`src/sv/wcg_pkg.sv`:
```
// ----------------------------------------------------------------------------
// wcg_pkg
// types, constants and helpers shared by the window coefficient generator
// ----------------------------------------------------------------------------
`default_nettype none

package wcg_pkg;

  localparam int MAX_LENGTH = 4096;
  localparam int IDX_W      = 12;
  localparam int LEN_W      = 13;
  localparam int LM1_W      = 12;
  localparam int COEF_W     = 16;
  localparam int FRAC_BITS  = 15;
  localparam int PH_W       = 20;
  localparam int DVD_W      = 32;
  localparam int QUO_W      = 21;
  localparam int COS_STAGES = 15;
  localparam int FIFO_DEPTH = 2;
  // through the queue, then the divider and cosine pipelines
  localparam int RESULT_LATENCY = 1 + QUO_W + COS_STAGES;

  localparam logic [30:0] Q30_ONE = 31'h4000_0000;
  localparam logic [31:0] PI_Q30  = 32'd3373259426;
  // floor(2^32 / k) for the series divisors 132, 90, 56, 30, 12
  localparam logic [31:0] RECIP [5] = '{32'd32537631, 32'd47721858, 32'd76695844,
                                        32'd143165576, 32'd357913941};
  localparam logic [7:0]  DIVS  [5] = '{8'd132, 8'd90, 8'd56, 8'd30, 8'd12};
  // ceil(2^29 / 100), exact for the 22-bit rounding operand
  localparam logic [22:0] RECIP_100 = 23'd5368710;

  localparam logic [0:0] REG_WINDOW_TYPE   = 1'b0;
  localparam logic [0:0] REG_WINDOW_LENGTH = 1'b1;

  typedef enum logic [1:0] {
    WIN_HANN     = 2'd0,
    WIN_HAMMING  = 2'd1,
    WIN_BARTLETT = 2'd2,
    WIN_RECT     = 2'd3
  } win_e;

  typedef enum logic [1:0] {
    KIND_COS = 2'd0,
    KIND_TRI = 2'd1,
    KIND_ONE = 2'd2,
    KIND_OOR = 2'd3
  } kind_e;

  typedef struct packed {
    kind_e kind;
    logic  hamming;
  } side_t;

  typedef struct packed {
    side_t             side;
    logic [DVD_W-1:0]  dividend;
  } job_t;

  function automatic logic [LEN_W-1:0] sat_len(input logic [LEN_W-1:0] len);
    logic [LEN_W-1:0] lim;
    lim = LEN_W'(MAX_LENGTH);
    return (len > lim) ? lim : len;
  endfunction

  function automatic logic [LM1_W-1:0] len_m1(input logic [LEN_W-1:0] n);
    logic [LEN_W-1:0] d;
    d = n - LEN_W'(1);
    return d[LM1_W-1:0];
  endfunction

endpackage

`default_nettype wire

```
`src/sv/wcg_front.sv`:
```
// ----------------------------------------------------------------------------
// wcg_front
// classifies an index and builds the divider operand
// ----------------------------------------------------------------------------
`default_nettype none

module wcg_front import wcg_pkg::*; (
  input  logic [IDX_W-1:0] sample_index_i,
  input  win_e             win_i,
  input  logic [LEN_W-1:0] len_i,
  output job_t             job_o
);

  logic [LEN_W-1:0] n;
  logic [LM1_W-1:0] lm1;
  logic [LEN_W-1:0] twice;
  logic [LEN_W-1:0] lm1_x;
  logic [LEN_W-1:0] d;
  logic [LM1_W-1:0] tri_num;
  logic             oor;

  always_comb begin
    n       = sat_len(len_i);
    lm1     = len_m1(n);
    lm1_x   = {1'b0, lm1};
    twice   = {sample_index_i, 1'b0};
    d       = (twice > lm1_x) ? twice - lm1_x : lm1_x - twice;
    tri_num = lm1 - d[LM1_W-1:0];
    oor     = ({1'b0, sample_index_i} >= n);

    job_o.side.hamming = (win_i == WIN_HAMMING);
    job_o.dividend     = {sample_index_i, {PH_W{1'b0}}} + DVD_W'(lm1 >> 1);
    if (oor) begin
      job_o.side.kind = KIND_OOR;
    end else if (n == LEN_W'(1)) begin
      job_o.side.kind = KIND_ONE;
    end else begin
      unique case (win_i)
        WIN_HANN, WIN_HAMMING: job_o.side.kind = KIND_COS;
        WIN_BARTLETT: begin
          job_o.side.kind = KIND_TRI;
          job_o.dividend  = DVD_W'({tri_num, {FRAC_BITS{1'b0}}}) + DVD_W'(lm1 >> 1);
        end
        default: job_o.side.kind = KIND_ONE;
      endcase
    end
  end

endmodule

`default_nettype wire

```
`config.mk`:
```
export PLATFORM = sky130hd
export DESIGN_NAME = wcg_front
export DESIGN_NICKNAME = d
export VERILOG_FILES = /design/src/sv/wcg_pkg.sv /design/src/sv/wcg_front.sv
export SDC_FILE = /design/constraint.sdc
export NUM_CORES = 1
export LEC_CHECK = 0
export ABC_AREA = 1
export BUFFER_PORTS_ARGS = -buffer_cell sky130_fd_sc_hd__buf_2
export CAP_MARGIN = 20
export CORE_MARGIN = 4
export CORE_UTILIZATION = 60
export DETAILED_ROUTE_END_ITERATION = 12
export MAX_ROUTING_LAYER = met4
export PLACE_DENSITY = 0.9
export SLEW_MARGIN = 10
export SYNTH_ARGS = -nofsm -noshare
export SYNTH_HDL_FRONTEND = slang
export SYNTH_SLANG_ARGS = --single-unit
```
`constraint.sdc`:
```
create_clock -name vclk -period 12.9
set_clock_uncertainty 0.1 [all_clocks]
set_input_delay 0.645 -clock vclk [all_inputs]
set_output_delay 0.645 -clock vclk [all_outputs]
set_load 0.01 [all_outputs]
```
# Word level (Yosys, flattened, before mapping)
# Cells that the tools add are included.
[word_totals]
regBits = 0
input_bits = 27
output_inout_bits = 35
wordCells = 22
[classes]
n_addsub = 6
order_cmp = 3
eq_ne = 3
muxes = 8
n_reduce_logical = 2
[ops]
columns = ["operator", "n"]
rows = [
  ["2-to-1 mux 32 bit", 3],
  ["subtractor 12 bit", 3],
  ["adder 32 x 11 -> 32 bit", 1],
  ["adder 27 x 11 -> 28 bit", 1],
  ["== test 13 x 1 -> 1 bit, second input constant", 1],
  ["greater-or-equal comparator 12 x 13 -> 1 bit", 1],
  ["greater-than comparator 13 x 12 -> 1 bit", 1],
  ["greater-than comparator 13 bit, second input constant", 1],
  ["2-to-1 mux 13 bit", 1],
  ["2-to-1 mux 12 bit", 1],
  ["subtractor 12 x 1 -> 12 bit, second input constant", 1],
  ["2-to-1 mux 2 bit", 2],
  ["one-hot mux 2 bit (2 select lines)", 1],
  ["== test 2 x 1 -> 1 bit, second input constant", 1],
  ["== test 2 bit, second input constant", 1],
  ["zero test 2 bit", 1],
  ["OR reduction 2 bit", 1],
]

# Logic depth before layout (Yosys ltp)
[logic_depth]
word_depth = 10
depth_mapped = 37
ltp_nobuf = 36

# Least setup slack after synthesis
# OpenSTA, ideal clock, no wires.
[synth_timing]
path_kind = "input-to-output"
from = "in len_i[8]"
to = "out job_o[25] (netlist name)"
t_arrival_ns = 5.221
t_required_ns = 12.155
path_slack_ns = 6.934
cell_stages = 31
path_buffers = 1
cell_sequence = "or2_1 -> nor2_1 -> nand2_2 -> nand2_4 -> buf_8 -> nand2_1 -> ha_1 -> nand2_1 -> xor2_1 -> ha_1 -> a21oi_1 -> o21ai_0 -> o21bai_1 -> a21oi_1 -> nand3_1 -> nand2_1 -> nand3_2 -> nand2_4 -> o21ai_1 -> xor2_1 -> ha_1 -> inv_1 -> o31ai_1 -> a31oi_1 -> o21ai_0 -> a21oi_1 -> nor2_1 -> nor2_1 -> xor2_1 -> nand2_1 -> o21ai_0"
[synth_rtl]
columns = ["element", "line_no", "source"]
rows = [
  ["start, declared", "wcg_front.sv:10", "input logic [LEN_W-1:0] len_i,"],
  ["end, declared", "wcg_front.sv:11", "output job_t job_o"],
]

==> flow_summary.toml <==
[outcome]
status = "complete, no violations"

[route]
drt_iter0_markers = 182
first_pass_iters = 4
wl_per_cell_um = 12.5
ant_nets = 0
drc_errors = 0
routed_via_density = 5.36
routed_wl_mm = 6.36
vias = 2740

[global_routing]
antenna_found_initial = 0
grt-ovfl-total = 0
grt_usage = 0.251
grt_pass1_vias = 2576
grt_pass1_wl_mm = 10.7
grt_max_degree = 18

[sta]
fmax_mhz = 146
hold_viol_final = 0
whs_ps = 1440
fin_crit_ps = 6850
maxSlewViolCount = 0
final.period_utilization = 0.531
finalSetupViolations = 0
tightestPinTransition_ps = 690
rsz0062_at_grt = "no"
setup_tns_ps = 0
max-slew-margin-rel = 0.538

[layout]
drive_above_1_share = 0.166
areaGrowthSynthToFinish_pct = 12.1
seq_cells = 0
diodes = 0
fin_nets = 538
fillers = 350
clkbuf_count = 0
ff_latch_area_um2 = 0

[clocking]
ctsResizeCount = 0
cts_setup_buffers = 0
postCtsHoldBufs = 0

[power]
comb_power_share = 1.000
power_density_mw_per_mm2 = 83.9
pwr-share-seq = 0
p_leak_uw = 0.00163
intPower_uw = 86.8
total_power_uw = 224
vdd_drop_max_mv = 0.0367
p_sw_uw = 138
switching_share = 0.613
power_frac_clock = 0

[yosys]
yosys.cell_count.top_type = "nand2_1"
ys_types = 40
ys_warn_count = 0
ys_seq_area_frac = 0
synth_area_leaders = "ha_1, nand2_1, inv_1, a21oi_1, xor2_1"
yosysTopAreaCell = "ha_1"
synth_top_area_frac = 0.231
synthCells = 411
synth_area_mm2 = 0.00238
synth_area_per_cell_um2 = 5.80
synthTopCellsByCount = "nand2_1, inv_1, ha_1"

[floorplanning]
io-pin-count = 62
rows = 22
placeableCoreArea_mm2 = 0.00374
floorplan.die_area_mm2 = 0.00505
die_height_um = 71.0
start_util = 0.637
die_w_um = 71.0

[critical_path]
start_kind = "primary input"
critPathMaxStageDelay_ps = 410
cp.required_ps = 12150
path_common_cell = "nand2_1"
crit_slowest_cell = "xor2_1"
crit_type = "in2out"
crit_fanout = 16
worst_setup_path_end_kind = "primary output"
crit_arrival_ps = 6100

[placed_design]
dp_hpwl_mm = 5.62
place_congestion = 0.975
port_buffers = 57

[hold_path]
worstHoldStart = "win_i[1]"
hold_path_depth = 3
hold_class = "in2out"
hold_end = "job_o[32]"

[flow_run]
maxCapViolCount = 0
per-layer routing:
| layer | track usage | vias to the layer above | part of all wire |
|---|---|---|---|
| met2 | 0.442 | 107 | 0.48 |
| met5 | - | - | 0 |
| met4 | 0.0543 | 0 | 0.016 |
| met1 | 0.320 | 1196 | 0.44 |
| met3 | 0.00284 | 11 | 0.065 |
| li1 | - | 1426 | - |
layout make-up:
cell class / instances / area (µm²) / share of cell area
inverter: 68 / 255 / 0.0955
multi-input combinational: 338 / 2070 / 0.775
tap: 48 / 60.1 / 0.0225
timing repair buffer: 57 / 285 / 0.107
worst max-delay path, delay by kind of cell:
family          cells  cell delay (ps)
compound gates     10             1800
simple gates       14             1680
buf+inv             3              310
fa+ha+maj           3             1020
xor+xnor            3              630
how the worst max path moves through the flow:
| stage | endpoint | slack, ps | cells past startpoint | from |
|---|---|---|---|---|
| 3_3_place_gp | job_o[25] | 6420 | 32 | len_i[8] |
| 5_1_grt | job_o[25] | 5480 | 34 | len_i[6] |
| 3_5_place_dp | job_o[25] | 6110 | 33 | len_i[8] |
| 2_1_floorplan | job_o[25] | 6930 | 31 | len_i[8] |
| 6_report | job_o[25] | 6050 | 33 | len_i[8] |
| 4_1_cts | job_o[25] | 6110 | 33 | len_i[8] |
kinds of logic (layout without fill, tap and decap cells):
kind of cell	Yosys count	in the layout	synth area share
AO/OA/AOI/OAI	77	77	0.187
XOR/XNOR	24	24	0.0882
adder cells (fa/ha/maj)	46	46	0.248
buffers and inverters	77	125	0.137
other	2	6	0.00315
AND/OR/NAND/NOR	185	185	0.337
per-stage QoR:
stage	util	instances	setup slack, ps	instance area [µm²]
after global placement	0.714	511	6420	2670
after floorplan	-	415	6930	2400
after detailed placement	0.714	511	6110	2670
final	0.714	511	6050	2670
after CTS	0.714	511	6110	2670
after global routing	0.714	511	5480	2670
power groups by stage:
stage	clock [µW]	sequential [µW]	combinational, µW
after global placement	0	0	215
after CTS	0	0	222
after detailed placement	0	0	221
after global routing	0	0	253
after floorplan	0	0	169
final	0	0	224
cell usage in the layout, fill, tap and decap left out, types with 7 or more instances in the layout:
cell     synthesis  final
nand2_1        113    113
nor2_1          29     29
xor2_1          17     17
o21ai_1          8      8
xnor2_1          7      7
a21oi_1         31     31
buf_2            0     57
ha_1            44     44
o21ai_0         18     18
inv_1           66     66
nand3_1         16     16
No activity file was read; power rests on OpenSTA's default activity.
