`config.mk`:
```
export PLATFORM = sky130hd
export DESIGN_NAME = wcg_fifo
export DESIGN_NICKNAME = d
export VERILOG_FILES = /design/src/sv/wcg_pkg.sv /design/src/sv/wcg_fifo.sv
export SDC_FILE = /design/constraint.sdc
export NUM_CORES = 1
export LEC_CHECK = 0
export BUFFER_PORTS_ARGS = -buffer_cell sky130_fd_sc_hd__clkbuf_2
export CORE_MARGIN = 2
export CORE_UTILIZATION = 56
export CTS_CLUSTER_DIAMETER = 120
export CTS_CLUSTER_SIZE = 16
export DETAILED_ROUTE_END_ITERATION = 10
export GPL_TIMING_DRIVEN = 0
export PLACE_DENSITY = 0.84
export SLEW_MARGIN = 30
export SYNTH_ARGS = -nofsm -noshare
export SYNTH_HDL_FRONTEND = slang
export SYNTH_SLANG_ARGS = --single-unit
```
`constraint.sdc`:
```
create_clock -name clk_i -period 7 [get_ports clk_i]
set_input_delay 1.05 -clock clk_i [delete_from_list [all_inputs] [get_ports clk_i]]
set_output_delay 1.05 -clock clk_i [all_outputs]
set_load 0.01 [all_outputs]
```
`src/sv/wcg_pkg.sv`:
```
// ----------------------------------------------------------------------------
// wcg_pkg
// types, constants and helpers shared by the window coefficient generator
// ----------------------------------------------------------------------------
`default_nettype none

package wcg_pkg;

  localparam int MAX_LENGTH = 4096;
  localparam int IDX_W      = 12;
  localparam int LEN_W      = 13;
  localparam int LM1_W      = 12;
  localparam int COEF_W     = 16;
  localparam int FRAC_BITS  = 15;
  localparam int PH_W       = 20;
  localparam int DVD_W      = 32;
  localparam int QUO_W      = 21;
  localparam int COS_STAGES = 15;
  localparam int FIFO_DEPTH = 2;
  // through the queue, then the divider and cosine pipelines
  localparam int RESULT_LATENCY = 1 + QUO_W + COS_STAGES;

  localparam logic [30:0] Q30_ONE = 31'h4000_0000;
  localparam logic [31:0] PI_Q30  = 32'd3373259426;
  // floor(2^32 / k) for the series divisors 132, 90, 56, 30, 12
  localparam logic [31:0] RECIP [5] = '{32'd32537631, 32'd47721858, 32'd76695844,
                                        32'd143165576, 32'd357913941};
  localparam logic [7:0]  DIVS  [5] = '{8'd132, 8'd90, 8'd56, 8'd30, 8'd12};
  // ceil(2^29 / 100), exact for the 22-bit rounding operand
  localparam logic [22:0] RECIP_100 = 23'd5368710;

  localparam logic [0:0] REG_WINDOW_TYPE   = 1'b0;
  localparam logic [0:0] REG_WINDOW_LENGTH = 1'b1;

  typedef enum logic [1:0] {
    WIN_HANN     = 2'd0,
    WIN_HAMMING  = 2'd1,
    WIN_BARTLETT = 2'd2,
    WIN_RECT     = 2'd3
  } win_e;

  typedef enum logic [1:0] {
    KIND_COS = 2'd0,
    KIND_TRI = 2'd1,
    KIND_ONE = 2'd2,
    KIND_OOR = 2'd3
  } kind_e;

  typedef struct packed {
    kind_e kind;
    logic  hamming;
  } side_t;

  typedef struct packed {
    side_t             side;
    logic [DVD_W-1:0]  dividend;
  } job_t;

  function automatic logic [LEN_W-1:0] sat_len(input logic [LEN_W-1:0] len);
    logic [LEN_W-1:0] lim;
    lim = LEN_W'(MAX_LENGTH);
    return (len > lim) ? lim : len;
  endfunction

  function automatic logic [LM1_W-1:0] len_m1(input logic [LEN_W-1:0] n);
    logic [LEN_W-1:0] d;
    d = n - LEN_W'(1);
    return d[LM1_W-1:0];
  endfunction

endpackage

`default_nettype wire

```
`src/sv/wcg_fifo.sv`:
```
// ----------------------------------------------------------------------------
// wcg_fifo
// short queue between the front and the back
// ----------------------------------------------------------------------------
`default_nettype none

module wcg_fifo import wcg_pkg::*; (
  input  logic clk_i,
  input  logic rst_ni,
  input  logic push_i,
  input  job_t data_i,
  input  logic pop_i,
  output job_t data_o,
  output logic empty_o,
  output logic full_o
);

  job_t       mem_q [FIFO_DEPTH];
  logic       wr_q, wr_d;
  logic       rd_q, rd_d;
  logic [1:0] cnt_q, cnt_d;
  logic       do_push, do_pop;

  assign empty_o = (cnt_q == 2'd0);
  assign full_o  = (cnt_q == 2'(FIFO_DEPTH));
  assign data_o  = mem_q[rd_q];
  assign do_push = push_i && !full_o;
  assign do_pop  = pop_i && !empty_o;

  always_comb begin
    wr_d  = do_push ? ~wr_q : wr_q;
    rd_d  = do_pop ? ~rd_q : rd_q;
    cnt_d = cnt_q + 2'(do_push) - 2'(do_pop);
  end

  always_ff @(posedge clk_i or negedge rst_ni) begin
    if (!rst_ni) begin
      wr_q  <= 1'b0;
      rd_q  <= 1'b0;
      cnt_q <= 2'd0;
    end else begin
      wr_q  <= wr_d;
      rd_q  <= rd_d;
      cnt_q <= cnt_d;
    end
  end

  always_ff @(posedge clk_i) begin
    if (do_push) begin
      mem_q[wr_q] <= data_i;
    end
  end

endmodule

`default_nettype wire

```
==> Yosys cells after proc, flatten, opt, wreduce, memory -nomap -nowiden <==
Memory sizes are Yosys's and may differ from the RTL's.
Cells that the tools add are included.
Widths: inputs -> output; s select.
{ "word_totals": {"inputBits": 39, "wordCells": 16, "output_inout_bits": 37, "n_memories": 1, "register_bits": 4, "mem_bits_rw": 70} }
{ "op_classes": {"bitwise": 2, "muxes": 2, "eq_ne": 1, "reduce_logical": 5, "add_sub_neg": 2} }
{ "mem_list": {"columns": ["name", "words", "word_bits", "rd", "rd_ports_with_merged_regs", "write_ports", "line_no", "rtl"], "rows": [
  ["mem_q", 2, 35, 1, 0, 1, "wcg_fifo.sv:18", "job_t mem_q [FIFO_DEPTH];"]
]} }
{ "op_table": {"columns": ["cell", "n"], "rows": [
  ["$add 2x1->2", 1],
  ["$eq 2x2->1 const B", 1],
  ["$logic_and 1x1->1", 2],
  ["$logic_not 1->1", 2],
  ["$logic_not 2->1", 1],
  ["$mux 1", 2],
  ["$not 1->1", 2],
  ["$sub 2x1->2", 1]
]} }

==> Longest topological paths before layout <==
Gate-level depths: netlist of run 1.
{ "logic_depth": {"word_depth": 5, "mapped_depth": 7, "ltp_nobuf": 7} }

==> Least setup slack after synthesis of run 1 <==
Ideal clock, no wire load.
{ "synth_path": {"path_type": "in2reg", "start": "in push_i", "end": "mem mem_q[0][0] (netlist bit), enable pin", "stages": 2, "setup_time_ns": 0.427, "slack_ns": 3.950, "path_buffers": 0, "arrival_ns": 2.623, "t_required_ns": 6.573, "path_cell_list": "nand2_1 > nor2_1"} }
{ "synth_between": {"elab_chain_len": 3} }
{ "synth_rtl": {"columns": ["element", "line_no", "rtl"], "rows": [
  ["from (decl)", "wcg_fifo.sv:10", "input logic push_i,"],
  ["$logic_and 1x1->1", "wcg_fifo.sv:27", "assign do_push = push_i && !full_o;"],
  ["$mux 1", "wcg_fifo.sv:49", "if (do_push) begin"],
  ["$mux 1 (implied by the code)", "wcg_fifo.sv:50", "mem_q[wr_q] <= data_i;"],
  ["to (decl)", "wcg_fifo.sv:18", null]
]} }
Every way passes these cells.

==> results.txt, run 1 <==
* Number of endpoints with negative hold slack in the final report: 0
- Gates resized during post-CTS repair numbered 0.
- Inserted Diodes: 0
* Hold Crit Class: reg -> reg
- The average instance in the mapped netlist occupies 22.6 um2.
* WP data arrival: about 1400 ps
* Total of max-cap violations: 0
* Area of the placeable core: 0.00504 mm2
- The via count of the first global-routing pass came to about 1,400.
- TritonRoute pass-1 iters: 4
* Clock Pin Slew Worst Setup and Hold Paths: 70 ps
- For the worst-skew pair, the clock arrives at the later sink with an insertion delay of 330 ps.
- CP Max Fanout: 10
- Start point of the worst hold path: cnt_q[1]$_DFF_PN0_
- In this run the core area contains 26 standard-cell rows.
- Worst hold path cell count: 1
* WS Path Type: reg -> out
- The detailed router finished its first iteration with about 60 violations.
- Reported leakage power: about 1.5 nW
* End of the worst hold path: cnt_q[1]$_DFF_PN0_
* Die area: approximately 0.0057 mm2
- Counting cells, the worst reg-to-reg path comes to 4.
- Synthesized netlist cell count: 127
- Share of the clock period used by the worst path after layout: 0.355
* Total area of multi-input combinational cells: 604 um2
- Relative to the synthesized area, the layout overhead comes to 25.5%.
- Setup violations remaining at the end of the flow were counted as 0.
* Max stage delay on crit path: 370 ps
- STA classifies the critical path endpoint as a primary output.
* Cell types occupying the most area after synthesis: edfxtp_1 (73%), mux2_4 (15%), dfrtp_1 (3.5%), mux2_2 (2.3%), buf_12 (2.1%)
* Input/output buffers: 75
- IR analysis of the VDD net gives a maximum drop of 0.274 mV.
* First-pass GRT wire length: 6240 um
* Final net count: 256
* Portion of synthesized cell area occupied by the leading cell type: 0.731
* Via count: 1,419
- Cell breakdown of the critical path: buf_6 -> buf_12 -> mux2_4 -> clkbuf_2
- In the global route stage, overall resource usage came out at 0.162.
* CTS Sinks: 74
* Number of nets still failing antenna checks after routing: 0
* Sum of overflow across all layers after global routing: 0
- Worst Skew: 4.52 ps
* Worst slew margin relative to its limit: 0.670
- TritonCTS clock tree: done
* Level count of the clock H-tree: 3
* Routed WL: 4480 um
- The kind of cell with the highest combined delay along the critical path is buffers and inverters.
- Average wire per cell in the routed design: 15.4 um
* Chip width: roughly 76 um
- Initial antenna violation count: 0
* Post-synth cell types: 15
- Warnings from Yosys: 0
- Startpoint Class: register
* Critical path required time: ~6000 ps
- Post-synthesis cell area: about 0.0029 mm2
* Reg2Reg Setup Slack: 5370 ps
- Timing would allow up to ~400 MHz.
* Count leader, synth: edfxtp_1
* Area occupied by registers: between 0.002 and 0.0025 mm2
* Routing usage on met1: 0.176
- Counting the buffers created by CTS gives 9.
- Flops & latches, synth: 74
- For met3 alone, demand over resource in global routing was 0.0556.
- Global-route met2 utilization: 0.271
* Final routed DRC violation total: 0
- PwrDens: 421 mW/mm2
- Hold-fix buffers, CTS: 0
- Tightest Pin Transition: 494 ps
* Largest net degree at the start of global routing: 23
* Cell with the largest stage delay on the worst path: dfrtp_1
- In this run the critical register-to-register path is captured at mem_q[0][5]$_DFFE_PP_.
- Post-synth top cells: edfxtp_1 (70), mux2_4 (29), mux2_2 (6)
* Most utilized layer in the global route result: met2
- Sequential area share after synthesis: 0.766
- Worst flop-to-flop path startpoint: cnt_q[1]$_DFF_PN0_
- For the final routed database, the setup TNS stands at 0 ps.
- Routability-driven placement finished with a final weighted congestion of 0.658.
* Via-to-Cell Ratio: 4.89
- The run finished with clean final reports.
- Number of max-slew violations in the final report: 0
- Of the cells placed in the final design, the portion with a size suffix greater than 1 is 0.600.
- The cell sitting at the root of the clock tree is a clkbuf_8.
* Placed Cells incl. Taps: 274
* Largest area contributor in the synthesized netlist: edfxtp_1
- Fraction of registers with async set/reset: 0.0541
- Counting buffers and inverters, the worst setup path is 4 cells deep.
- Longest Clk Path Bufs: 2
- I/O pins: 76
- Post-route non-filler standard cell count: 290
- Setup repair after global routing left no endpoint under its margin.
- EDFF count, synth: 70
- The routed design could run at a clock period as short as approximately 2500 ps.
- Starting density of the core: 0.570
- Synthesis produced a netlist with a net count of 168.
- Total setup buffers inserted after CTS: 0
- Die extent in y: approximately 76 um
* Count of buffering cells on the critical path with inverters included: 3
* Fill cell count: 321
- In the synthesized netlist the dominant register cell turns out to be edfxtp_1.
- After legalization and detailed placement, the total HPWL measured 3070 um.
per-layer routing:
| layer | wire [um] | up-vias | share of wire |
|---|---|---|---|
| met5 | 0 | - | 0 |
| li1 | - | 672 | - |
| met4 | 89 | 0 | 0.020 |
| met2 | 2450 | 40 | 0.55 |
| met3 | 191 | 8 | 0.043 |
| met1 | 1750 | 699 | 0.39 |
sequential cells by signal, indices dropped and copies added (netlist names):
signal and count:
mem_q 70, rd_q 1, wr_q 1, cnt_q 2
where the power goes:
group	internal, mW	total [mW]	switching (mW)
Clock	0.196	0.342	0.145
Sequential	0.607	0.638	0.0314
Combinational	0.292	0.542	0.251
Total	1.09	1.52	0.427
area by class of cell:
| class | count | area share |
|---|---|---|
| Multi-Input combinational cell | 47 | 0.167 |
| Sequential cell | 74 | 0.610 |
| Clock buffer | 9 | 0.0343 |
| Inverter | 2 | 0.00208 |
| Buffer | 4 | 0.0198 |
| Clock inverter | 7 | 0.0232 |
| Timing Repair Buffer | 77 | 0.119 |
| Tap cell | 70 | 0.0243 |
worst max path at each step:
stage	start	end	slack, ps
2_1_floorplan	push_i	mem_q[0][0]$_DFFE_PP_	3950
3_3_place_gp	push_i	mem_q[0][18]$_DFFE_PP_	3090
3_5_place_dp	push_i	mem_q[0][18]$_DFFE_PP_	4750
4_1_cts	rd_q$_DFFE_PN0P_	data_o[30]	4480
5_1_grt	rd_q$_DFFE_PN0P_	data_o[11]	4450
6_report	rd_q$_DFFE_PN0P_	data_o[30]	4510
layout by cell type, fill, tap and decap left out:
cell        count
dfrtp_1         4
clkbuf_8        9
buf_12          3
nor2_4          1
nor2b_2         1
inv_1           2
xnor2_1         3
buf_16          2
ha_1            2
nand2b_1        1
mux2_2          6
clkinv_1        3
nand2_1         1
edfxtp_1       70
clkinv_2        1
and3_2          1
bufinv_16       2
mux2_4         29
buf_6           1
xor2_1          1
nor2_1          1
clkbuf_2       75
clkinvlp_4      1
cells by family after synthesis:
logic type,synth area share
xor+xnor,0.0122
fa+ha+maj,0.00870
buf+inv,0.0274
flops,0.766
mux,0.175
simple gates,0.0113
per-stage QoR:
step	hold slack (ps)	instance area [um2]	setup slack [ps]	utilization	total power [mW]
6_report	503	3610	4510	0.716	1.52
3_3_place_gp	477	3340	3090	0.662	1.16
3_5_place_dp	493	3400	4750	0.675	1.20
5_1_grt	496	3610	4450	0.716	1.60
4_1_cts	498	3610	4480	0.716	1.54
2_1_floorplan	461	2880	3950	-	1.02
Note: power is estimated with default switching activity, not from simulation.
==> run 2, diff against run 1 <==
--- a/config.mk
+++ b/config.mk
@@ -7,12 +7,12 @@
 export LEC_CHECK = 0
 export BUFFER_PORTS_ARGS = -buffer_cell sky130_fd_sc_hd__clkbuf_2
 export CORE_MARGIN = 2
-export CORE_UTILIZATION = 56
+export CORE_UTILIZATION = 52
 export CTS_CLUSTER_DIAMETER = 120
 export CTS_CLUSTER_SIZE = 16
 export DETAILED_ROUTE_END_ITERATION = 10
 export GPL_TIMING_DRIVEN = 0
-export PLACE_DENSITY = 0.84
+export PLACE_DENSITY = 0.79
 export SLEW_MARGIN = 30
 export SYNTH_ARGS = -nofsm -noshare
 export SYNTH_HDL_FRONTEND = slang
==> constraint.sdc (replaced) <==
create_clock -name clk_i -period 2.4 [get_ports clk_i]
set_input_delay 0.36 -clock clk_i [delete_from_list [all_inputs] [get_ports clk_i]]
set_output_delay 0.36 -clock clk_i [all_outputs]
set_load 0.01 [all_outputs]
==> run 2 against run 1 <==
Net effect: clock power rose by 120%; largest cell class unchanged; via count shrank 1.8%; utilization is 6.0 points lower; power increased to 2.8 times the previous value; global-route usage shrank 0.32 points; worst hold slack worse by 290 ps; sequential power grew to 2.9 times the previous value; clock skew grew 1.9 ps.
==> results.txt, run 2 (synthesis results as in run 1) <==
- The delay of the slowest critical-path stage is 370 ps (about the same).
- Leaving out fill and tap cells, the most frequent cell in the layout is clkbuf_2.
* Share of the clock period used by the worst path after layout: 0.750
* Highest clock frequency the design can meet: 556 MHz
- The area growth from synthesis to layout is 24.0%.
- Traced cell by cell, the critical path runs through buf_6 -> buf_12 -> mux2_4 -> clkbuf_2.
- The source-to-sink clock delay at the later pin of the worst-skew pair came to 330 ps (about the same).
- The number of clock sinks seen by CTS is 74 (unchanged).
- Final setup margin: 600 ps (-3910 ps)
- The I/O pin count came to 76 (unchanged).
- Worst Skew: 6.37 ps (+1.86 ps)
- Status: finished, final reports clean
- The placement row count came to 27 (+3.8%).
- The mean routed wirelength per cell came to 14.7 um (-4.7%).
- The worst slack after detailed placement was 683 ps (-4060 ps).
- The max-slew headroom at the worst pin came to 0.612 (-0.0576).
- Largest net degree at the start of global routing: 24 (+4.3%)
* Cell with the largest stage delay on the worst path: dfrtp_1
- Final setup vio count: 0 (unchanged)
- Total area of multi-input combinational cells: 604 um2 (unchanged)
- WS Path Type: reg -> out
- The critical-path maximum fanout was 10 (unchanged).
- The register-to-register setup slack was 730 ps (-4640 ps).
- TritonRoute pass-1 iters: 3 (-1)
- The number of antenna violations at the first check in global routing came to 0 (unchanged).
- Total of max-cap violations: 0 (unchanged)
* Largest voltage drop on the vdd net: 0.749 mV (+170%)
- Via count: 1,394 (-1.8%)
- The number of filler instances in the final layout is 397 (+24%).
- The DRC violations left is 0 (unchanged).
- The largest registers in the layout are mem_q (70), cnt_q (2).
- HPWL Detailed: 3050 um (-0.78%)
- The number of nets with antenna violations after detailed routing was 0 (unchanged).
- Counting flops per register, the top entry is mem_q.
* Via count of the first global-routing pass: 1,483 (+7.9%)
- Element type at the critical path end: primary output
- Most frequent cells in the layout: clkbuf_2 (75), edfxtp_1 (70), mux2_4 (29)
* Clock Pin Slew Worst Setup and Hold Paths: 70 ps (about the same)
- The number of antenna repair diodes was 0 (unchanged).
- Longest Clk Path Bufs: 2 (unchanged)
- The number of H-tree levels is 3 (unchanged).
- The initial cell density of the core is 0.529 (-0.0416).
- Routed WL: 4310 um (-3.8%)
- WP data arrival: 1440 ps (about the same)
- The global placer's final weighted congestion is 0.643 (-2.3%).
- The first-iteration detailed-routing DRC count was 95 (+56%).
- Setup repair after global routing left no endpoint under its margin.
- The number of buffers added on ports came to 75 (unchanged).
* Area of the placeable core: 0.00544 mm2 (+7.9%)
- TritonCTS built the clock tree.
- Master cell of the clock root buffer: clkbuf_8
- The worst hold path belongs to the class in -> reg.
* Hold-fix buffers, CTS: 1 (+1)
- Clock buffer count from CTS: 9 (unchanged)
* Number of endpoints with negative hold slack in the final report: 0 (unchanged)
- Critical path required time: 2040 ps (-3910 ps)
- Number of flip-flops in the largest register: 70 (unchanged)
* Via-to-Cell Ratio: 4.76 (-2.8%)
* Layout cell share with drive strength beyond 1: 0.584 (-0.0163)
- Tightest Pin Transition: 580 ps (+86.1 ps)
- Total power of the final layout: 4.20 mW (+180%)
- The power density normalized to cell area was 1180 mW/mm2 (+180%).
- Final net count: 257 (+0.39%)
- The overflow left after global routing came to 0 (unchanged).
- Number of max-slew violations in the final report: 0 (unchanged)
- The number of setup buffers added after CTS is 0 (unchanged).
- Startpoint Class: register
* Area occupied by registers: 0.00220 mm2 (unchanged)
* GRT Resource Usage Total: 0.158 (-0.00321)
- Resized Gates After CTS: 0 (unchanged)
- Die extent in y: 78.4 um (+3.6%)
* Reported leakage power: 1.47 nW (-1.4%)
- First-pass GRT wire length: 7000 um (+12%)
- Final worst path period need: 1800 ps
- Chip width: 78.4 um (+3.6%)
* Die area: 0.00614 mm2 (+7.3%)
-- run 2: changes by cell type in the layout (fill, tap and decap cells not counted) --
cell           before  now
clkbuf_1            0    5
dlygate4sd3_1       0    1
clkinvlp_4          1    0
clkinv_1            3    1
bufinv_16           2    0
-- run 2: area by class of cell --
cell class,count,area share
tap,72,0.0253
multi-input combinational,47,0.169
buffer,4,0.0200
sequential,74,0.617
inverter,2,0.00210
timing repair buffer,78,0.123
clock buffer,14,0.0400
clock inverter,2,0.00246
-- run 2: through the flow --
| stage | std cells | utilization | hold slack (ps) | setup TNS, ps | instance area, um2 |
|---|---|---|---|---|---|
| detailed placement | 276 | 0.626 | 175 | 0 | 3410 |
| global placement | 274 | 0.615 | 174 | -1040 | 3340 |
| floorplan | 127 | - | 64.4 | 0 | 2880 |
| finish | 293 | 0.656 | 214 | 0 | 3570 |
| CTS | 293 | 0.656 | 192 | 0 | 3570 |
| global route | 293 | 0.656 | 193 | 0 | 3570 |
-- run 2: path summary, 6_finish.rpt --
kind,from,to,cells after the start
max reg2reg,cnt_q[1]$_DFF_PN0_,mem_q[0][9]$_DFFE_PP_,4
min,data_i[16],mem_q[0][16]$_DFFE_PP_,1
min reg2reg,cnt_q[1]$_DFF_PN0_,cnt_q[1]$_DFF_PN0_,1
max in group asynchronous,rst_ni,cnt_q[1]$_DFF_PN0_,2
min in group asynchronous,rst_ni,cnt_q[0]$_DFF_PN0_,2
max,rd_q$_DFFE_PN0P_,data_o[27],4
-- run 2: metal layers --
| layer | GRT usage | up-vias | part of all wire |
|---|---|---|---|
| met1 | 0.198 | 663 | 0.41 |
| li1 | - | 674 | - |
| met3 | 0.0609 | 8 | 0.059 |
| met2 | 0.247 | 49 | 0.52 |
| met5 | 0 | - | 0 |
| met4 | 0.0684 | 0 | 0.015 |
-- run 2: power breakdown --
| part | internal (mW) | switching, mW | leakage, nW | total, mW |
|---|---|---|---|---|
| registers | 1.77 | 0.0883 | 0.697 | 1.86 |
| clock network | 0.372 | 0.388 | 0.0761 | 0.760 |
| logic | 0.851 | 0.729 | 0.694 | 1.58 |
| total | 2.99 | 1.21 | 1.47 | 4.20 |
-- run 2: critical path: cells and delay by family, from the launching register on --
| kind | cells | cell delay, ps |
|---|---|---|
| buffers and inverters | 3 | 430 |
| DFF | 1 | 370 |
| muxes | 1 | 300 |
