**src/sv/wcg_pkg.sv**
```systemverilog
// ----------------------------------------------------------------------------
// wcg_pkg
// types, constants and helpers shared by the window coefficient generator
// ----------------------------------------------------------------------------
`default_nettype none

package wcg_pkg;

  localparam int MAX_LENGTH = 4096;
  localparam int IDX_W      = 12;
  localparam int LEN_W      = 13;
  localparam int LM1_W      = 12;
  localparam int COEF_W     = 16;
  localparam int FRAC_BITS  = 15;
  localparam int PH_W       = 20;
  localparam int DVD_W      = 32;
  localparam int QUO_W      = 21;
  localparam int COS_STAGES = 15;
  localparam int FIFO_DEPTH = 2;
  // through the queue, then the divider and cosine pipelines
  localparam int RESULT_LATENCY = 1 + QUO_W + COS_STAGES;

  localparam logic [30:0] Q30_ONE = 31'h4000_0000;
  localparam logic [31:0] PI_Q30  = 32'd3373259426;
  // floor(2^32 / k) for the series divisors 132, 90, 56, 30, 12
  localparam logic [31:0] RECIP [5] = '{32'd32537631, 32'd47721858, 32'd76695844,
                                        32'd143165576, 32'd357913941};
  localparam logic [7:0]  DIVS  [5] = '{8'd132, 8'd90, 8'd56, 8'd30, 8'd12};
  // ceil(2^29 / 100), exact for the 22-bit rounding operand
  localparam logic [22:0] RECIP_100 = 23'd5368710;

  localparam logic [0:0] REG_WINDOW_TYPE   = 1'b0;
  localparam logic [0:0] REG_WINDOW_LENGTH = 1'b1;

  typedef enum logic [1:0] {
    WIN_HANN     = 2'd0,
    WIN_HAMMING  = 2'd1,
    WIN_BARTLETT = 2'd2,
    WIN_RECT     = 2'd3
  } win_e;

  typedef enum logic [1:0] {
    KIND_COS = 2'd0,
    KIND_TRI = 2'd1,
    KIND_ONE = 2'd2,
    KIND_OOR = 2'd3
  } kind_e;

  typedef struct packed {
    kind_e kind;
    logic  hamming;
  } side_t;

  typedef struct packed {
    side_t             side;
    logic [DVD_W-1:0]  dividend;
  } job_t;

  function automatic logic [LEN_W-1:0] sat_len(input logic [LEN_W-1:0] len);
    logic [LEN_W-1:0] lim;
    lim = LEN_W'(MAX_LENGTH);
    return (len > lim) ? lim : len;
  endfunction

  function automatic logic [LM1_W-1:0] len_m1(input logic [LEN_W-1:0] n);
    logic [LEN_W-1:0] d;
    d = n - LEN_W'(1);
    return d[LM1_W-1:0];
  endfunction

endpackage

`default_nettype wire

```
**src/sv/wcg_div.sv**
```systemverilog
// ----------------------------------------------------------------------------
// wcg_div
// pipelined restoring divider, one quotient bit per stage
// ----------------------------------------------------------------------------
`default_nettype none

module wcg_div import wcg_pkg::*; (
  input  logic             clk_i,
  input  logic             rst_ni,
  input  logic             in_valid_i,
  input  job_t             job_i,
  input  logic [LM1_W-1:0] divisor_i,
  output logic             out_valid_o,
  output logic [QUO_W-1:0] quo_o,
  output side_t            side_o
);

  logic             v_q   [QUO_W];
  logic [LM1_W-1:0] rem_q [QUO_W];
  logic [QUO_W-1:0] quo_q [QUO_W];
  logic [DVD_W-1:0] dvd_q [QUO_W];
  side_t            sd_q  [QUO_W];

  logic             v_in   [QUO_W];
  logic [LM1_W-1:0] rem_in [QUO_W];
  logic [QUO_W-1:0] quo_in [QUO_W];
  logic [DVD_W-1:0] dvd_in [QUO_W];
  side_t            sd_in  [QUO_W];

  always_comb begin
    v_in[0]   = in_valid_i;
    rem_in[0] = LM1_W'(job_i.dividend[DVD_W-1:QUO_W]);
    quo_in[0] = '0;
    dvd_in[0] = job_i.dividend;
    sd_in[0]  = job_i.side;
    for (int k = 1; k < QUO_W; k++) begin
      v_in[k]   = v_q[k-1];
      rem_in[k] = rem_q[k-1];
      quo_in[k] = quo_q[k-1];
      dvd_in[k] = dvd_q[k-1];
      sd_in[k]  = sd_q[k-1];
    end
  end

  for (genvar k = 0; k < QUO_W; k++) begin : g_stage
    logic [LM1_W:0] trial;
    logic           ge;

    assign trial = {rem_in[k], dvd_in[k][QUO_W-1-k]};
    assign ge    = (trial >= {1'b0, divisor_i});

    always_ff @(posedge clk_i or negedge rst_ni) begin
      if (!rst_ni) begin
        v_q[k] <= 1'b0;
      end else begin
        v_q[k] <= v_in[k];
      end
    end

    always_ff @(posedge clk_i) begin
      rem_q[k] <= ge ? LM1_W'(trial - {1'b0, divisor_i}) : trial[LM1_W-1:0];
      quo_q[k] <= {quo_in[k][QUO_W-2:0], ge};
      dvd_q[k] <= dvd_in[k];
      sd_q[k]  <= sd_in[k];
    end
  end

  assign out_valid_o = v_q[QUO_W-1];
  assign quo_o       = quo_q[QUO_W-1];
  assign side_o      = sd_q[QUO_W-1];

endmodule

`default_nettype wire

```
**config.mk**
```make
export PLATFORM = sky130hd
export DESIGN_NAME = wcg_div
export DESIGN_NICKNAME = d
export VERILOG_FILES = /design/src/sv/wcg_pkg.sv /design/src/sv/wcg_div.sv
export SDC_FILE = /design/constraint.sdc
export NUM_CORES = 1
export LEC_CHECK = 0
export ABC_AREA = 0
export BUFFER_PORTS_ARGS = -buffer_cell sky130_fd_sc_hd__buf_2
export CAP_MARGIN = 20
export CORE_MARGIN = 4
export CORE_UTILIZATION = 55
export CTS_CLUSTER_DIAMETER = 80
export DETAILED_ROUTE_END_ITERATION = 8
export PLACE_DENSITY_LB_ADDON = 0.3
export SYNTH_ARGS = -nofsm -noshare
export SYNTH_HDL_FRONTEND = slang
export SYNTH_SLANG_ARGS = --single-unit
export TNS_END_PERCENT = 10
```
**constraint.sdc**
```tcl
create_clock -name clk_i -period 8.05 [get_ports clk_i]
set_input_delay 1.61 -clock clk_i [delete_from_list [all_inputs] [get_ports clk_i]]
set_output_delay 1.61 -clock clk_i [all_outputs]
set_load 0.03 [all_outputs]
```
# Yosys cells after proc, flatten, opt, wreduce, memory -nomap -nowiden
# Memory sizes are Yosys's and may differ from the RTL's.
# Index checks and enable logic that the tools add are counted.
dict set report op_classes {
  shifts 0
  addsub 21
  bitwise_logic 0
  div_mod_pow 0
  n_reduce_logical 0
  order_cmp 21
  multipliers 0
  n_mux 21
  eq_ne 0
}
# operator n
set ops {}
lappend ops {{13-bit by 12-bit >= comparator with 1-bit output} 20}
lappend ops {{12-bit two-way mux} 21}
lappend ops {{12-bit subtractor} 21}
lappend ops {{12-bit >= comparator} 1}
dict set report totals {
  romBits 0
  memories 4
  elab_cells 88
  latchBits 0
  regBits 21
  in_bits 50
  output_inout_bits 25
  ram_bits 1428
}
# memory words word_bits rd rd_clocked_by_memory_dff write_ports line_no
set mem_list {}
lappend mem_list {dvd_q 21 32 20 0 21 wcg_div.sv:21} ;# logic [DVD_W-1:0] dvd_q [QUO_W];
lappend mem_list {quo_q 21 21 21 0 21 wcg_div.sv:20} ;# logic [QUO_W-1:0] quo_q [QUO_W];
lappend mem_list {rem_q 21 12 20 0 21 wcg_div.sv:19} ;# logic [LM1_W-1:0] rem_q [QUO_W];
lappend mem_list {sd_q 21 3 21 0 21 wcg_div.sv:22} ;# side_t sd_q [QUO_W];

# Depth between registers and ports, before layout
# Gate-level depths: netlist (run 1).
# An unclocked memory read counts as a cell.
dict set report logic_depth {
  depth_word 3
  mapped_depth 11
  ltp_nobuf 10
}

# Worst setup path before layout (run 1)
# Ideal clock, no wire load.
dict set report synth_timing {
  path_kind {input to register}
  startpoint {input divisor_i[1]}
  endpoint {memory rem_q[18][4] (netlist: rem_q[4][28])}
  path_buffers 1
  setup_slack_ps 3698
  stages 10
  t_arrival_ps 4230
  cell_sequence {inv_1 -> ha_1 -> nor2b_4 -> o31a_1 -> or3_1 -> a21oi_2 -> a21oi_2 -> a2111oi_4 -> buf_6 -> mux2_4}
}
# item line_no
set synth_lines {}
lappend synth_lines {{from (decl)} wcg_div.sv:12} ;# input logic [LM1_W-1:0] divisor_i,
lappend synth_lines {{to (decl)} wcg_div.sv:19}

==> impl_results.md, run 1 <==
- Status: finished clean
- Placed insts: approximately 3300
- Worst-Margin Slew: between 1 and 1.5 ns
- Final Cell Area: between 0.03 and 0.04 sq mm
- Gr usage total: 19.9%
- Die W: around 240 microns
- Routed len/inst: between 15 and 20 microns
- Setup bufs post-CTS: 0
- Initial core utilization: between 50 and 60%
- Multi-input logic area: between 0.01 and 0.015 sq mm
- Drt drc: 0
- Syn Nets: around 2900
- Top FF cell, synth: dfxtp_1
- Post-DP HPWL: 38900 microns
- PortBufs: between 70 and 80
- Largest net degree at the start of global routing: 23
- DRT iter0 DRCs: between 900 and 1000
- Final Max Slew Viols: 0
- Worst Hold Class: flip-flop to flip-flop
- TritonCTS clock tree: yes
- Max-cap violations: 0
- Vias post-DR: between 15000 and 20000
- Area Growth Syn to Fin: 13.5%
- Die Height: ~240 microns
- Setup ws final: approximately 3.4 ns
- CTS Hold Bufs: 0
- RSZ-0062 raised after global routing: false
- Ys Warns: 0
- Post-Route WL: ~57000 microns
- Proportion of layout cells with a drive suffix above 1: between 10 and 15%
- Die Area: approximately 0.056 sq mm
- CTS Sinks: between 700 and 800
- Rows: 83
- Tcrit/Tclk final: slightly below 60%
- Num CTS Buffers: 75
- Post-synth EDFFs: 0
- Data arrival, critical path: 5.18 ns
- Nets@finish: 3024
- Final Non-Filler Cells: between 3000 and 4000
- Ports: 75
- Reg area: between 0.015 and 0.02 sq mm
- Via density per instance: 5.53
- Worst skew pair latency: slightly above 0.6 ns
- Ant diodes: 0
- WP data required: about 8.5 ns
- First-pass GRT wire length: between 90000 and 100000 microns
- Number of register bits inferred by synthesis: roughly 770
- Fill cells: approximately 4000
- Peak VDD IR: roughly 0.22 mV
- Initial DRT Pass Iterations: 5
- H-tree level count: 3
- Synth unique cells: between 60 and 70
- Core Region: between 0.05 and 0.06 sq mm
- FMAX: approximately 210 MHz
- Clock tree buffer depth: 3
- Worst Path Class, Setup: primary input to flip-flop
- Remaining antenna violation count: 0
- GPL Wtd Cong: 0.858
- Clk pin slew, worst setup/hold paths: ~0.060 ns
- Fin Setup TNS: 0 ns
- Seq/Total Area, Yosys: 53.2%
- Final hold violations: 0
- Leakage: 14.6 nW
- Final setup viols: 0
- CP endpoint kind: flip-flop
- Layout Utilization: approximately 64%
- Worst slew margin relative to its limit: between 20% and 30%
- Initial antenna violation count: 0
- Vias in the first global route: between 15000 and 20000
- Place WS: approximately 2.8 ns
- Largest fanout on the critical path: 13
- Mapped Cells: roughly 2600
- Post_cts resized: 0
- Post-synthesis async set-or-reset flop share: 2.75%
- Area post-placement: 0.0303 sq mm
- PD cells: 462 mW/mm^2
- Total power: between 15 and 20 mW
- CP Launch Type: primary input
- Mapped Area: between 0.02 and 0.03 sq mm
- Average size of a mapped cell: around 11 sq um
- Fin Hold WS: between 0.3 and 0.4 ns
- Final Skew: 0.0164 ns
- Grt ovf: 0
- Min cycle time layout: approximately 4.7 ns
- Root buf cell: clkbuf_16
placed cells by master, fill, tap and decap left out, types with 24 or more instances in the layout:
| master | count |
|---|---|
| dfxtp_1 | 744 |
| ha_1 | 252 |
| a21oi_1 | 188 |
| mux2_2 | 140 |
| nor2_1 | 133 |
| inv_1 | 108 |
| o21ai_0 | 108 |
| a21o_1 | 87 |
| xnor2_1 | 83 |
| nand2_1 | 80 |
| clkbuf_16 | 79 |
| buf_2 | 74 |
| xor2_1 | 72 |
| nand3_1 | 63 |
| nor2b_1 | 47 |
| o21a_1 | 38 |
| nand2b_1 | 28 |
| mux2i_1 | 27 |
| and3_1 | 25 |
| buf_4 | 24 |
metal layers:
layer	up-vias	GRT usage, %	wire [microns]
li1	9391	-	-
met1	9070	24.7	25200
met2	432	34.2	26900
met3	164	3.61	2270
met4	0	8.37	2250
met5	-	0	0
final cells by class:
type / count / area share (%)
Clock buffer: 99 / 6.63
Clock inverter: 39 / 1.26
Inverter: 108 / 1.23
Multi-Input combinational cell: 1652 / 39.7
Sequential cell: 765 / 46.9
Tap cell: 680 / 2.59
Timing Repair Buffer: 100 / 1.74
logic make-up (layout without fill, tap and decap cells):
kind of cell,Yosys count,after routing,share of synthesized area (%)
flops,765,765,53.2
compound gates,577,577,13.1
simple gates,474,474,8.15
fa+ha+maj,272,272,12.3
mux,174,174,6.73
xor+xnor,155,155,4.68
buf+inv,140,346,1.94
worst paths after layout:
path,slack [ns],start,depth (start not counted),end
max reg2reg,4.82,rem_q[4][12],8,rem_q[4][26]
min in group asynchronous,0.94,rst_ni,1,v_in[4]
min reg2reg,0.32,dvd_q[1][41],0,dvd_q[1][73]
min,0.32,dvd_q[1][41],0,dvd_q[1][73]
max,3.37,divisor_i[3],11,rem_q[4][26]
max in group asynchronous,6.80,rst_ni,1,v_in[13]
Yosys cell counts, types with 25 or more instances:
cell | instances | area share, %
nor2b_1 | 47 | 1.0
ha_1 | 252 | 11
dfxtp_1 | 744 | 51
nand2b_1 | 28 | 0.60
a21oi_1 | 188 | 3.2
nand2_1 | 80 | 1.0
o21a_1 | 38 | 0.98
inv_1 | 108 | 1.4
o21ai_0 | 108 | 1.9
xor2_1 | 72 | 2.2
a21o_1 | 87 | 2.3
and3_1 | 25 | 0.54
nor2_1 | 133 | 1.7
xnor2_1 | 83 | 2.5
mux2i_1 | 27 | 0.93
nand3_1 | 63 | 1.1
mux2_2 | 140 | 5.4
power breakdown:
group / total, mW / leakage, nW / internal, mW / switching, mW
sequential: 5.53 / 6.51 / 5.02 / 0.510
combinational: 6.10 / 6.81 / 2.97 / 3.13
clock: 3.56 / 1.28 / 2.10 / 1.46
state kept, by name, indices dropped and copies added, names as in the netlist:
register,flops
dvd_q,210
sd_q,63
quo_q,231
out_valid_o,1
rem_q,240
v_in,20
worst max-delay path, cell delays in order:
cell and delay (ns):
buf_2 0.10, inv_1 0.43, buf_4 0.36, ha_1 0.32
o21a_1 0.12, o31a_1 0.13, or3_1 0.35, a21oi_2 0.25
a21oi_2 0.11, a2111oi_4 0.98, mux2_2 0.41
No activity file was read; power rests on OpenSTA's default activity.
==> inputs of run 2 (changes only) <==
- ABC_AREA: 0 -> 1
- clock period: 8.05 -> 3.88 ns (I/O delays scaled with it)
==> run 2 against run 1 <==
Clock power is 120% higher. Sequential power is 110% higher. Register-to-register slack got worse by 3.1 ns. Cell area increased by 17%. Non-clock buffer count is 13 lower. Critical path depth grew 1. Die area increased by 19%. Largest cell class is now multi-input gates. Synthesized area increased by 19%. Setup slack got worse by 2.1 ns. Cell count is 55% higher. Via count up 40%.
==> impl_results.md, run 2 <==
- Status: finished clean
- CP max-delay cell: buf_4
- Final setup viols: 0 (unchanged)
- Fin Setup TNS: 0 ns (unchanged)
- Final Non-Filler Cells: 5328 (+55%)
- Ys Warns: 0 (unchanged)
- Clock tree buffer depth: 3 (unchanged)
- Bufs and invs on worst path: 4 (+1)
- Main combinational cell family by area after synthesis: simple AND/OR/NAND/NOR gates
- Placed insts: 5186 (+57%)
- Worst slew margin relative to its limit: 58.4% (+31 points)
- Gr usage total: 21.9% (+2.0 points)
- Largest stage delay, worst path: 0.47 ns (-0.51 ns)
- H-tree level count: 3 (unchanged)
- Vias post-DR: 26629 (+40%)
- Ports: 75 (unchanged)
- Routed len/inst: 13.8 microns (-16%)
- Reg with most FFs: rem_q
- Peak VDD IR: 0.528 mV (+140%)
- Leading cell type in the layout, fill and taps excluded: nand2_1
- Post_cts resized: 0 (unchanged)
- Most numerous cell in the Yosys netlist: nand2_1
- Largest fanout on the critical path: 21 (+8)
- CP Launch Type: primary input
- First-pass GRT wire length: 121000 microns (+30%)
- Biggest regs: rem_q (240), quo_q (231), dvd_q (210)
- Final hold violations: 0 (unchanged)
- Area leader, netlist: dfxtp_1
- Initial core utilization: 55.9% (-0.22 points)
- CP endpoint kind: flip-flop
- Num CTS Buffers: 76 (+1.3%)
- CTS Sinks: 765 (unchanged)
- Largest net degree at the start of global routing: 22 (-4.3%)
- Proportion of layout cells with a drive suffix above 1: 10.7% (-4.3 points)
- PD cells: 904 mW/mm^2 (+96%)
- Drt drc: 0 (unchanged)
- Seq/Total Area, Yosys: 44.6% (-8.6 points)
- Via density per instance: 5.00 (-9.7%)
- Max-cap violations: 0 (unchanged)
- Core Region: 0.0619 sq mm (+20%)
- PortBufs: 74 (unchanged)
- Commonest non-fill, non-tap cells in the layout: 1290 x nand2_1, 744 x dfxtp_1, 666 x inv_1
- Crit path cell chain: buf_2 > inv_1 > buf_4 > ha_1 > nand2_1 > nand2_1 > inv_1 > nand2_1 > a21oi_2 > nand3_2 > nand2_1 > o21ai_2
- Mux cell area share after synthesis: 0% (-6.7 points)
- Die Area: 0.0670 sq mm (+19%)
- Fill cells: 5414 (+36%)
- Setup bufs post-CTS: 0 (unchanged)
- Die Height: 259 microns (+8.9%)
- Synth unique cells: 38 (-40%)
- Synth top cells by count: 1290 x nand2_1, 744 x dfxtp_1, 666 x inv_1
- Max reg flops: 240 (unchanged)
- Initial antenna violation count: 0 (unchanged)
- Worst Path Class, Setup: primary input to flip-flop
- CTS Hold Bufs: 0 (unchanged)
- Number of register bits inferred by synthesis: 765 (unchanged)
- Total power: 34.8 mW (+130%)
- Layout Utilization: 62.1% (-1.5 points)
- Top FF cell, synth: dfxtp_1
- Adder-cell share of the synthesized area: 10.3% (-2.0 points)
- Synth top area share: 43.1% (-8.3 points)
- Remaining antenna violation count: 0 (unchanged)
- Rows: 91 (+9.6%)
- Average size of a mapped cell: 8.03 sq um (-29%)
- Mapped Cells: 4307 (+68%)
- Tcrit/Tclk final: 66.9%
- Clk pin slew, worst setup/hold paths: 0.06 ns (about the same)
- Nets@finish: 4749 (+57%)
- Synth Area in Simple Gates: 29.3% (+21 points)
- Grt ovf: 0 (unchanged)
- TritonCTS clock tree: yes
- XOR/XNOR Fraction of Synth Area: 2.68% (-2.0 points)
- Compound-gate portion of the synthesized area: 4.33% (-8.7 points)
- Ant diodes: 0 (unchanged)
- Worst skew pair latency: 0.64 ns (+0.03 ns)
- Post-DP HPWL: 52500 microns (+35%)
- Syn Nets: 4629 (+61%)
- Min cycle time layout: between 2 and 3 ns
- Initial DRT Pass Iterations: 6 (+1)
- Final Skew: 0.0333 ns (+0.0168 ns)
- Die W: 259 microns (+8.9%)
- DRT iter0 DRCs: 1631 (+77%)
- Post-synthesis async set-or-reset flop share: 2.75% (unchanged)
- Most common cell type on the critical path: nand2_1
- Post-synth EDFFs: 0 (unchanged)
- Worst Hold Class: primary input to async pin
- Area Growth Syn to Fin: 11.3%
- Critical path's top delay family: simple AND/OR/NAND/NOR gates
- Root buf cell: clkbuf_16
- RSZ-0062 raised after global routing: false
- Worst-Margin Slew: 0.625 ns (-0.471 ns)
- Final Max Slew Viols: 0 (unchanged)
- FMAX: between 300 and 400 MHz
- Vias in the first global route: 25413 (+31%)
- Mapped Area: 0.0346 sq mm (+19%)
- Leakage: 19.8 nW (+36%)
- Synth top area cells: dfxtp_1 43%, nand2_1 14%, ha_1 9.1%, inv_1 7.2%, nand3_1 3.8%
- GPL Wtd Cong: 0.940 (+9.5%)
- Data arrival, critical path: 3.12 ns (-2.06 ns)
- Post-Route WL: 73600 microns (+30%)
- WP data required: 4.40 ns (-4.14 ns)
run 2: final timing paths:
check                           slack, ns          from      endpoint  depth (start not counted)
worst min register to register       0.29   sd_q[0][19]   sd_q[0][22]                          0
min in group clk_i                   0.23      job_i[7]   dvd_q[0][7]                          1
worst max register to register       1.76  dvd_q[1][46]  rem_q[1][34]                          9
max in group asynchronous            3.45        rst_ni      v_in[14]                          1
worst min-delay path                 0.09        rst_ni      v_in[18]                          1
worst max-delay path                 1.28  divisor_i[8]  rem_q[3][29]                         12
run 2: layer usage:
layer | track usage (%) | wire length, microns | part of all wire (%) | vias to the layer above
li1 | - | - | - | 13881
met1 | 27.5 | 32000 | 44 | 11908
met2 | 38.3 | 35100 | 48 | 643
met3 | 3.42 | 3790 | 5.2 | 197
met4 | 7.98 | 2670 | 3.6 | 0
met5 | 0 | 0 | 0 | -
run 2: final cells by class:
type / instances / area [sq um] / share of cell area, %
Clock buffer: 100 / 2150 / 5.59
Clock inverter: 42 / 659 / 1.71
Inverter: 696 / 2610 / 6.79
Multi-Input combinational cell: 2801 / 16100 / 41.8
Sequential cell: 765 / 15400 / 40.1
Tap cell: 837 / 1050 / 2.72
Timing Repair Buffer: 87 / 493 / 1.28
run 2: cell families after synthesis:
group,after synthesis
XOR/XNOR,106
AO/OA/AOI/OAI,236
adder cells (fa/ha/maj),272
AND/OR/NAND/NOR,2187
flip-flops,765
buffers and inverters,741
run 2: through the flow:
step | instance area, sq um | setup WS, ns | hold slack [ns]
after floorplan | 34600 | 1.33 | 0.310
after global placement | 35700 | 0.745 | 0.310
after detailed placement | 35700 | 0.698 | 0.312
after CTS | 38500 | 1.38 | 0.0777
after global routing | 38500 | 1.17 | 0.114
final | 38500 | 1.28 | 0.0916
run 2: report_power, final:
group	internal, mW	leakage (nW)	total, mW	switching, mW
Clock	4.67	1.34	7.85	3.18
Combinational	5.46	12.0	15.2	9.70
Sequential	10.5	6.51	11.8	1.30
Total	20.6	19.8	34.8	14.2
run 2: worst reg2reg max path: stages, from the launching register on:
cell,delay [ns]
dfxtp_1,0.30
inv_1,0.07
ha_1,0.22
fa_1,0.41
o21ai_0,0.52
nand2_1,0.19
nand2_1,0.12
nand2_1,0.06
nand3_1,0.08
nand2_1,0.06
